**src/sv/geo_mask_pixel_tint_macros.svh**
```systemverilog
// ---------------------------------------------------------------------------
// geo_mask_pixel_tint assertion macros
// concurrent checks that vanish when SYNTH is defined
// ---------------------------------------------------------------------------
`ifndef GEO_MASK_PIXEL_TINT_MACROS_SVH
`define GEO_MASK_PIXEL_TINT_MACROS_SVH

`ifndef SYNTH
`define GMPT_ASSERT_IMPL(lbl, clk, rst_n, ante, cons) \
  lbl: assert property (@(posedge clk) disable iff (!rst_n) (ante) |-> (cons)) \
    else $error("gmpt assertion failed");
`define GMPT_ASSERT_NEXT(lbl, clk, rst_n, ante, cons) \
  lbl: assert property (@(posedge clk) disable iff (!rst_n) (ante) |=> (cons)) \
    else $error("gmpt assertion failed");
`else
`define GMPT_ASSERT_IMPL(lbl, clk, rst_n, ante, cons)
`define GMPT_ASSERT_NEXT(lbl, clk, rst_n, ante, cons)
`endif

`endif

```
**src/sv/gmpt_pkg.sv**
```systemverilog
// ---------------------------------------------------------------------------
// gmpt_pkg
// shared widths, codes and configuration types of the mask tint block
// ---------------------------------------------------------------------------
package gmpt_pkg;

  localparam int FRAC_BITS        = 16;
  localparam int IDX_W            = 12;
  localparam int RGB_W            = 8;
  localparam int RAW_W            = 8;
  localparam int SIZE_W           = 10;
  localparam int ORIGIN_W         = 36;
  localparam int STEP_W           = 32;
  localparam int MASK_COLUMNS_MAX = 512;
  localparam int MASK_ROWS_MAX    = 512;
  localparam int STORE_DEPTH      = 262144;
  localparam int ADDR_W           = $clog2(STORE_DEPTH);
  localparam int CODE_W           = 2;
  localparam int MX_W             = $clog2(MASK_COLUMNS_MAX);
  localparam int MY_W             = $clog2(MASK_ROWS_MAX);
  localparam int PROD_W           = IDX_W + STEP_W;
  localparam int COORD_W          = PROD_W + 2;
  localparam int IP_W             = COORD_W - FRAC_BITS;
  localparam int LIN_W            = MY_W + SIZE_W;
  localparam int SUM_W            = RGB_W + 2;
  localparam int TINT_RECIP       = 173019;
  localparam int TINT_RECIP_W     = 18;
  localparam int TINT_SHIFT       = 19;
  localparam int TINT_PROD_W      = SUM_W + TINT_RECIP_W;
  localparam int CFG_IDX_W        = 3;
  localparam int CFG_DATA_W       = 36;
  localparam int IN_TDATA_W       = 80;
  localparam int OUT_TDATA_W      = 24;

  localparam logic [RAW_W-1:0]  RAW_NONE  = 8'd0;
  localparam logic [RAW_W-1:0]  RAW_BLUE  = 8'd2;
  localparam logic [RGB_W-1:0]  FULL_BYTE = 8'hff;

  typedef enum logic {
    MODE_LOAD,
    MODE_PIXEL
  } mode_t;

  typedef enum logic [CODE_W-1:0] {
    CODE_NONE,
    CODE_TINT,
    CODE_BLUE
  } mask_code_t;

  typedef enum logic [CFG_IDX_W-1:0] {
    REG_MASK_ACTIVE,
    REG_MASK_COLUMNS,
    REG_MASK_ROWS,
    REG_COLUMN_ORIGIN,
    REG_COLUMN_STEP,
    REG_ROW_ORIGIN,
    REG_ROW_STEP
  } cfg_reg_t;

  typedef struct packed {
    logic                active;
    logic [SIZE_W-1:0]   cols;
    logic [SIZE_W-1:0]   rows;
    logic [ORIGIN_W-1:0] col_origin;
    logic [STEP_W-1:0]   col_step;
    logic [ORIGIN_W-1:0] row_origin;
    logic [STEP_W-1:0]   row_step;
  } cfg_t;

  function automatic mask_code_t encode_code(input logic [RAW_W-1:0] raw);
    mask_code_t c;
    case (raw)
      RAW_NONE: c = CODE_NONE;
      RAW_BLUE: c = CODE_BLUE;
      default:  c = CODE_TINT;
    endcase
    return c;
  endfunction

endpackage

```
**src/sv/gmpt_cfg_regs.sv**
```systemverilog
// ---------------------------------------------------------------------------
// gmpt_cfg_regs
// configuration register file, mask sizes saturated on write
// ---------------------------------------------------------------------------
module gmpt_cfg_regs (
  input  logic                              clk,
  input  logic                              rst_n,
  input  logic                              cfg_valid,
  output logic                              cfg_ready,
  input  logic [gmpt_pkg::CFG_IDX_W-1:0]    cfg_index,
  input  logic [gmpt_pkg::CFG_DATA_W-1:0]   cfg_data,
  output gmpt_pkg::cfg_t                    cfg
);
  import gmpt_pkg::*;

  cfg_t              cfg_r;
  logic [SIZE_W-1:0] size_wr;

  assign cfg_ready = 1'b1;
  assign cfg       = cfg_r;
  assign size_wr   = cfg_data[SIZE_W-1:0];

  always_ff @(posedge clk) begin
    if (!rst_n) begin
      cfg_r.active     <= 1'b0;
      cfg_r.cols       <= SIZE_W'(MASK_COLUMNS_MAX);
      cfg_r.rows       <= SIZE_W'(MASK_ROWS_MAX);
      cfg_r.col_origin <= '0;
      cfg_r.col_step   <= STEP_W'(1 << FRAC_BITS);
      cfg_r.row_origin <= '0;
      cfg_r.row_step   <= STEP_W'(1 << FRAC_BITS);
    end else if (cfg_valid) begin
      case (cfg_reg_t'(cfg_index))
        REG_MASK_ACTIVE:   cfg_r.active <= cfg_data[0];
        REG_MASK_COLUMNS: begin
          cfg_r.cols <= (size_wr > SIZE_W'(MASK_COLUMNS_MAX)) ?
                        SIZE_W'(MASK_COLUMNS_MAX) : size_wr;
        end
        REG_MASK_ROWS: begin
          cfg_r.rows <= (size_wr > SIZE_W'(MASK_ROWS_MAX)) ?
                        SIZE_W'(MASK_ROWS_MAX) : size_wr;
        end
        REG_COLUMN_ORIGIN: cfg_r.col_origin <= cfg_data[ORIGIN_W-1:0];
        REG_COLUMN_STEP:   cfg_r.col_step   <= cfg_data[STEP_W-1:0];
        REG_ROW_ORIGIN:    cfg_r.row_origin <= cfg_data[ORIGIN_W-1:0];
        REG_ROW_STEP:      cfg_r.row_step   <= cfg_data[STEP_W-1:0];
        default: ;
      endcase
    end
  end

endmodule

```
**config.mk**
```make
export PLATFORM = sky130hd
export DESIGN_NAME = gmpt_cfg_regs
export DESIGN_NICKNAME = d
export VERILOG_FILES = /design/src/sv/geo_mask_pixel_tint_macros.svh /design/src/sv/gmpt_pkg.sv /design/src/sv/gmpt_cfg_regs.sv
export SDC_FILE = /design/constraint.sdc
export NUM_CORES = 1
export LEC_CHECK = 0
export BUFFER_PORTS_ARGS = -buffer_cell sky130_fd_sc_hd__buf_2
export CORE_UTILIZATION = 35
export CTS_CLUSTER_DIAMETER = 150
export CTS_CLUSTER_SIZE = 25
export DETAILED_ROUTE_END_ITERATION = 16
export GPL_ROUTABILITY_DRIVEN = 0
export PLACE_DENSITY = 0.7
export SETUP_SLACK_MARGIN = 0.05
export SYNTH_ARGS = -nofsm -noshare
export SYNTH_HDL_FRONTEND = slang
export SYNTH_SLANG_ARGS = --single-unit
```
**constraint.sdc**
```tcl
create_clock -name clk -period 2.7 [get_ports clk]
set_clock_uncertainty 0.2 [all_clocks]
set_input_delay 0 -clock clk [delete_from_list [all_inputs] [get_ports clk]]
set_output_delay 0 -clock clk [all_outputs]
set_load 0.05 [all_outputs]
```
==> metrics.log, run 1 <==
INFO  metric final.setup.worst_slack = 0.907 ns
INFO  metric critical_path.max_fanout = 18
INFO  metric worst_ep_arrival_time = 1.90 ns
INFO  metric layout-area-overhead-vs-synth = 32.0%
INFO  metric floorplan.io_pins = 200
INFO  metric num_antenna_cells = 0
INFO  metric final.fill_count = 1669
INFO  metric post_drt_wl_per_cell = 15.3 um
INFO  metric crit_type = in2reg
INFO  metric syn_area = 6250 um2
INFO  metric grt.total_usage = 19.1%
INFO  metric cts.sinks = 157
INFO  metric cts_tree = done
INFO  metric tritoncts.num_buffers = 17
INFO  metric synth_top_flop_cell = dfxtp_1
INFO  metric synth-async-reset-ratio = 0%
INFO  metric timing.max_slew.rel_slack = 44.1%
INFO  metric dp_worst_setup_slack = 1.01 ns
INFO  metric startpoint_type = input port
INFO  metric grt_max_degree = 84
INFO  metric synth.yosys.seq_area_share = 50.3%
INFO  metric worst_ep_required_time = 2.81 ns
INFO  metric post_cts_resize_count = 0
INFO  metric slew_of_the_pin_with_the_lowest_slew_margin = 0.838 ns
INFO  metric fin_total_pwr = 0.00545 W
INFO  metric clock_insertion_delay_worst_skew = 0.42 ns
INFO  metric synthDominantCellAreaShare = 50.3%
INFO  metric max_ffs_per_register = 157
INFO  metric number_of_enable_flip_flop_cells_after_synthesis = 0
INFO  metric report.final.slew_viol_count = 0
INFO  metric grt.overflow.total = 0
INFO  metric worst_r2r_path_depth = 2
INFO  metric rows = 48
INFO  metric dominant_cell_by_count_in_the_synthesized_netlist = nand2_1
INFO  metric clock_tree.root_cell = clkbuf_16
INFO  metric wl = 17300 um
INFO  metric die_area = 18400 um2
INFO  metric run_status = completed
INFO  metric dominant_cell_type_by_area_after_synthesis = dfxtp_1
INFO  metric floorplan.die.height = 136 um
INFO  metric synth.area.top_cells = dfxtp_1 (50%), nand2_1 (16%), a21boi_1 (11%)
INFO  metric highest_clock_rate = 558 MHz
INFO  metric detail_route.first_pass.iterations = 4
INFO  metric clock_transition_at_the_register_clock_pins_on_the_worst_setup_and_hold_paths_after_cts = 0.06 ns
INFO  metric first_pass_grt_wire_length = 26900 um
INFO  metric worst_hold_stages = 4
INFO  metric final-hold-violation-count = 0
INFO  metric drive_gt1_share = 31.1%
INFO  metric detail_route.drc_violations = 0
INFO  metric max-vdd-ir-drop = 0.417 mV
INFO  metric detailedPlacementHpwl = 11000 um
INFO  metric cts_max_path_buffers = 2
INFO  metric grt_antenna_before_repair = 0
INFO  metric hold_path_class = in2reg
INFO  metric yosysWarningCount = 0
INFO  metric report.final.setup_viol = 0
INFO  metric ys_types = 32
INFO  metric rsz0062_at_grt = false
INFO  metric placeableCoreArea = 17400 um2
INFO  metric yosys-top-cells-count = nand2_1 (258), dfxtp_1 (157), a21boi_1 (93), a21boi_2 (25), mux2i_1 (19)
INFO  metric postSynthNetCount = 727
INFO  metric cellLeakagePower = 3.48 nW
INFO  metric fin_setup_tns = 0 ns
INFO  metric finalHoldWorstSlack = 0.177 ns
INFO  metric synthCells = 685
INFO  metric fin_nets = 938
INFO  metric timing.final.crit_period = 1.79 ns
INFO  metric count_of_antenna_violating_nets_left_after_detailed_routing = 0
INFO  metric post_synth.cell_area_avg = 9.12 um2
INFO  metric power_density = 661 nW/um2
INFO  metric cts-htree-levels = 4
INFO  metric crit_path_end_kind = flip-flop
INFO  metric post-cts-setup-buffer-count = 0
INFO  metric dr_total_vias = 5345
INFO  metric grt_pass1_vias = 5105
INFO  metric seq_cells_post_synth = 157
INFO  metric initial_utilization = 36.0%
INFO  metric via_count_normalized_by_instance_count = 4.71
INFO  metric detail_route.iter0.violations = 236
INFO  metric post-route-period-util = 66.4%
INFO  metric die_w = 136 um
INFO  metric maxCapViolations = 0
INFO  metric port_buffers = 198
## power by group
part           switching (W)  internal (W)
combinational       0.000369      0.000179
clock               0.000960       0.00155
sequential         0.0000234       0.00237
total                0.00135       0.00409
## cells in the final DEF (no fill, tap or decap), types with 3 or more instances in the layout
master and count:
clkbuf_16 17, clkinv_2 4, nand2_1 258, nand2_2 13
nor2b_1 16, a21boi_0 16, nand4b_2 3, a21oi_1 8
mux2i_1 19, a21boi_1 93, dfxtp_1 157, clkbuf_8 4
buf_4 5, bufinv_16 3, and4b_2 3, dlygate4sd3_1 41
a21boi_2 25, buf_2 197
## cell families after synthesis
family                 share of synthesized area, %
and+or+nand+nor                                21.6
DFF                                            50.3
AOI/OAI and AO/OA                              18.6
other                                        0.0600
buffers and inverters                          6.29
muxes                                          3.04
## routing by layer
layer  vias up  GRT usage [%]  part of all wire (%)
met5         -              0                     0
met4         0           8.05                   2.0
met3        25           4.41                   4.8
met2       149           30.6                    47
met1      2518           24.4                    47
li1       2653              -                     -
## cell type report
| cell class | instances | area (um2) | share of cell area [%] |
|---|---|---|---|
| timing repair buffer | 245 | 1470 | 17.9 |
| clock inverter | 10 | 134 | 1.62 |
| clock buffer | 22 | 484 | 5.87 |
| inverter | 2 | 7.51 | 0.0911 |
| multi-input combinational | 473 | 2720 | 33.0 |
| tap | 225 | 282 | 3.42 |
| sequential | 157 | 3140 | 38.1 |
## worst paths after layout
check,startpoint,end,slack [ns]
hold reg to reg,cfg[19],cfg[19],0.25
hold / removal,cfg_data[35],cfg[135],0.18
setup / recovery,cfg_index[1],cfg[72],0.91
setup reg to reg,cfg[36],cfg[36],1.83
## worst max-delay path, stage by stage
cell and delay (ns):
dlygate4sd3_1 0.53, buf_2 0.18, nand4bb_2 0.62, buf_4 0.41
nand2_1 0.09, a21boi_1 0.06
## through the flow
stage	util, %	cells	instance area (um2)
detailed placement	41.6	1061	7210
floorplan	-	685	6250
global route	47.5	1134	8240
CTS	47.5	1134	8240
global placement	41.6	1061	7210
finish	47.5	1134	8240
## repair_timing
item | CTS | global route
endpoints found under the setup margin | 0 | 0
hold buffers | 41 | 0
endpoints found under the hold margin | 155 | 0
Power figures use the tool's default switching activity.
==> inputs of run 2 (changes only) <==
PLACE_DENSITY = 0.72   (was 0.7)
clock period = 1.6 ns   (was 2.7 ns; I/O delays follow)
==> metrics.log, run 2 (synthesis gave the netlist of run 1 again) <==
INFO  metric tritoncts.num_buffers = 17
INFO  metric detailedPlacementHpwl = 11900 um
INFO  metric max-vdd-ir-drop = 0.698 mV
INFO  metric highest_clock_rate = 650 MHz
INFO  metric detail_route.drc_violations = 0
INFO  metric detail_route.iter0.violations = 283
INFO  metric post-route-period-util = 96.1%
INFO  metric num_antenna_cells = 0
INFO  metric crit_path_cell_chain = dlygate4sd3_1, buf_8, buf_12, a21boi_0, dlygate4sd3_1
INFO  metric wl = 19100 um
INFO  metric die_area = 18400 um2
INFO  metric rows = 48
INFO  metric timing.critical_path.slowest_cell_delay = 0.59 ns
INFO  metric crit_path_end_kind = flip-flop
INFO  metric post_drt_wl_per_cell = 16.1 um
INFO  metric port_buffers = 198
INFO  metric first_pass_grt_wire_length = 28900 um
INFO  metric floorplan.io_pins = 200
INFO  metric run_status = completed
INFO  metric grt.total_usage = 20.6%
INFO  metric max_ffs_per_register = 157
INFO  metric crit_slowest_cell = dlygate4sd3_1
INFO  metric clock_insertion_delay_worst_skew = 0.41 ns
INFO  metric die_w = 136 um
INFO  metric cts_tree = done
INFO  metric worst_ep_required_time = 1.75 ns
INFO  metric initial_utilization = 36.0%
INFO  metric timing.final.crit_period = 1.54 ns
INFO  metric detail_route.first_pass.iterations = 5
INFO  metric grt_pass1_vias = 5322
INFO  metric drive_gt1_share = 31.5%
INFO  metric maxCapViolations = 0
INFO  metric crit_type = in2reg
INFO  metric grt_max_degree = 48
INFO  metric cts.sinks = 157
INFO  metric grtUsageMet3 = 5.31%
INFO  metric report.final.setup_viol = 0
INFO  metric grt.overflow.total = 0
INFO  metric clock_transition_at_the_register_clock_pins_on_the_worst_setup_and_hold_paths_after_cts = 0.07 ns
INFO  metric cellLeakagePower = 3.81 nW
INFO  metric placeableCoreArea = 17400 um2
INFO  metric core_util_final = 50.7%
INFO  metric count_of_antenna_violating_nets_left_after_detailed_routing = 0
INFO  metric startpoint_type = input port
INFO  metric dr_total_vias = 5649
INFO  metric busiest_layer = met2
INFO  metric power_density = 1050 nW/um2
INFO  metric final-hold-violation-count = 0
INFO  metric cpLargestDelayFamily = buffers and inverters
INFO  metric report.final.slew_viol_count = 0
INFO  metric cts_max_path_buffers = 2
INFO  metric layout-area-overhead-vs-synth = 40.8%
INFO  metric rsz0062_at_grt = false
INFO  metric grt_antenna_before_repair = 0
INFO  metric hold_path_class = in2reg
INFO  metric final_common_cell = nand2_1
INFO  metric cts-htree-levels = 4
INFO  metric clock_tree.root_cell = clkbuf_16
INFO  metric floorplan.die.height = 136 um
INFO  metric fin_nets = 989
INFO  metric critical_path.max_fanout = 18
INFO  metric worst_ep_arrival_time = 1.69 ns
INFO  metric globalRouteMet1Util = 26.4%
INFO  metric use_met2 = 33.7%
INFO  metric worstPathBufferInverterCount = 4
INFO  metric fin_setup_tns = 0 ns
INFO  metric via_count_normalized_by_instance_count = 4.77
INFO  metric timing.critical_path.mode_cell = dlygate4sd3_1
INFO  metric highest_count_cells_in_the_layout_ignoring_fill_and_taps = nand2_1 (258), buf_2 (197), dfxtp_1 (157)
INFO  metric final.fill_count = 1606
-- run 2: changes by cell type in the layout (fill, tap and decap cells not counted), moves of 2 or more --
cell           change
buf_12             +5
buf_4             +12
clkbuf_1           +2
clkinv_2           -3
clkinvlp_4         +2
dlygate4sd3_1     +32
-- run 2: final cells by class --
cell class / count / area (um2) / area share [%]
clock buffers: 23 / 478 / 5.43
flip-flops and latches: 157 / 3140 / 35.7
clock inverters: 9 / 134 / 1.52
inverters: 2 / 7.51 / 0.0853
repair buffers: 296 / 2020 / 23.0
multi-input cells: 473 / 2730 / 31.0
well taps: 225 / 282 / 3.20
-- run 2: what timing repair did --
action,in CTS,in global routing
endpoints found under the setup margin,0,23
hold buffers,75,0
resized for setup,0,4
setup buffers,0,1
endpoints found under the hold margin,156,0
-- run 2: path summary, 6_finish.rpt --
| path | start | end | slack [ns] | cells past startpoint |
|---|---|---|---|---|
| setup / recovery | rst_n | cfg[67] | 0.06 | 5 |
| hold / removal | cfg_index[0] | cfg[152] | 0.02 | 4 |
| setup reg to reg | cfg[54] | cfg[54] | 0.18 | 3 |
| hold reg to reg | cfg[125] | cfg[125] | 0.25 | 2 |
-- run 2: layer usage --
metal / routed length [um] / vias to the layer above
met1: 8510 / 2699
met5: 0 / -
met2: 9130 / 169
met3: 1110 / 29
li1: - / 2752
met4: 312 / 0
-- run 2: power by group --
group	switching (W)	internal, W
clock	0.00162	0.00258
sequential	0.0000399	0.00399
combinational	0.000651	0.000360
total	0.00231	0.00694
-- run 2: worst reg2reg max path, delay by kind of cell (launching register included) --
| family | cells | cell delay (ns) |
|---|---|---|
| buffers and inverters | 1 | 0.56 |
| AO/OA/AOI/OAI | 1 | 0.18 |
| flip-flops | 1 | 0.33 |
| AND/OR/NAND/NOR | 1 | 0.09 |
-- run 2: metrics by stage --
stage	hold slack, ns	std cells	setup slack, ns	power, W	instance area, um2
floorplan	-0.0820	685	0.469	0.00472	6250
global placement	0.0561	1076	0.283	0.00499	7360
detailed placement	0.0596	1076	0.229	0.00500	7360
CTS	0.00426	1183	0.0615	0.00929	8750
global route	0.0470	1185	0.0672	0.00956	8800
finish	0.0230	1185	0.0622	0.00925	8800
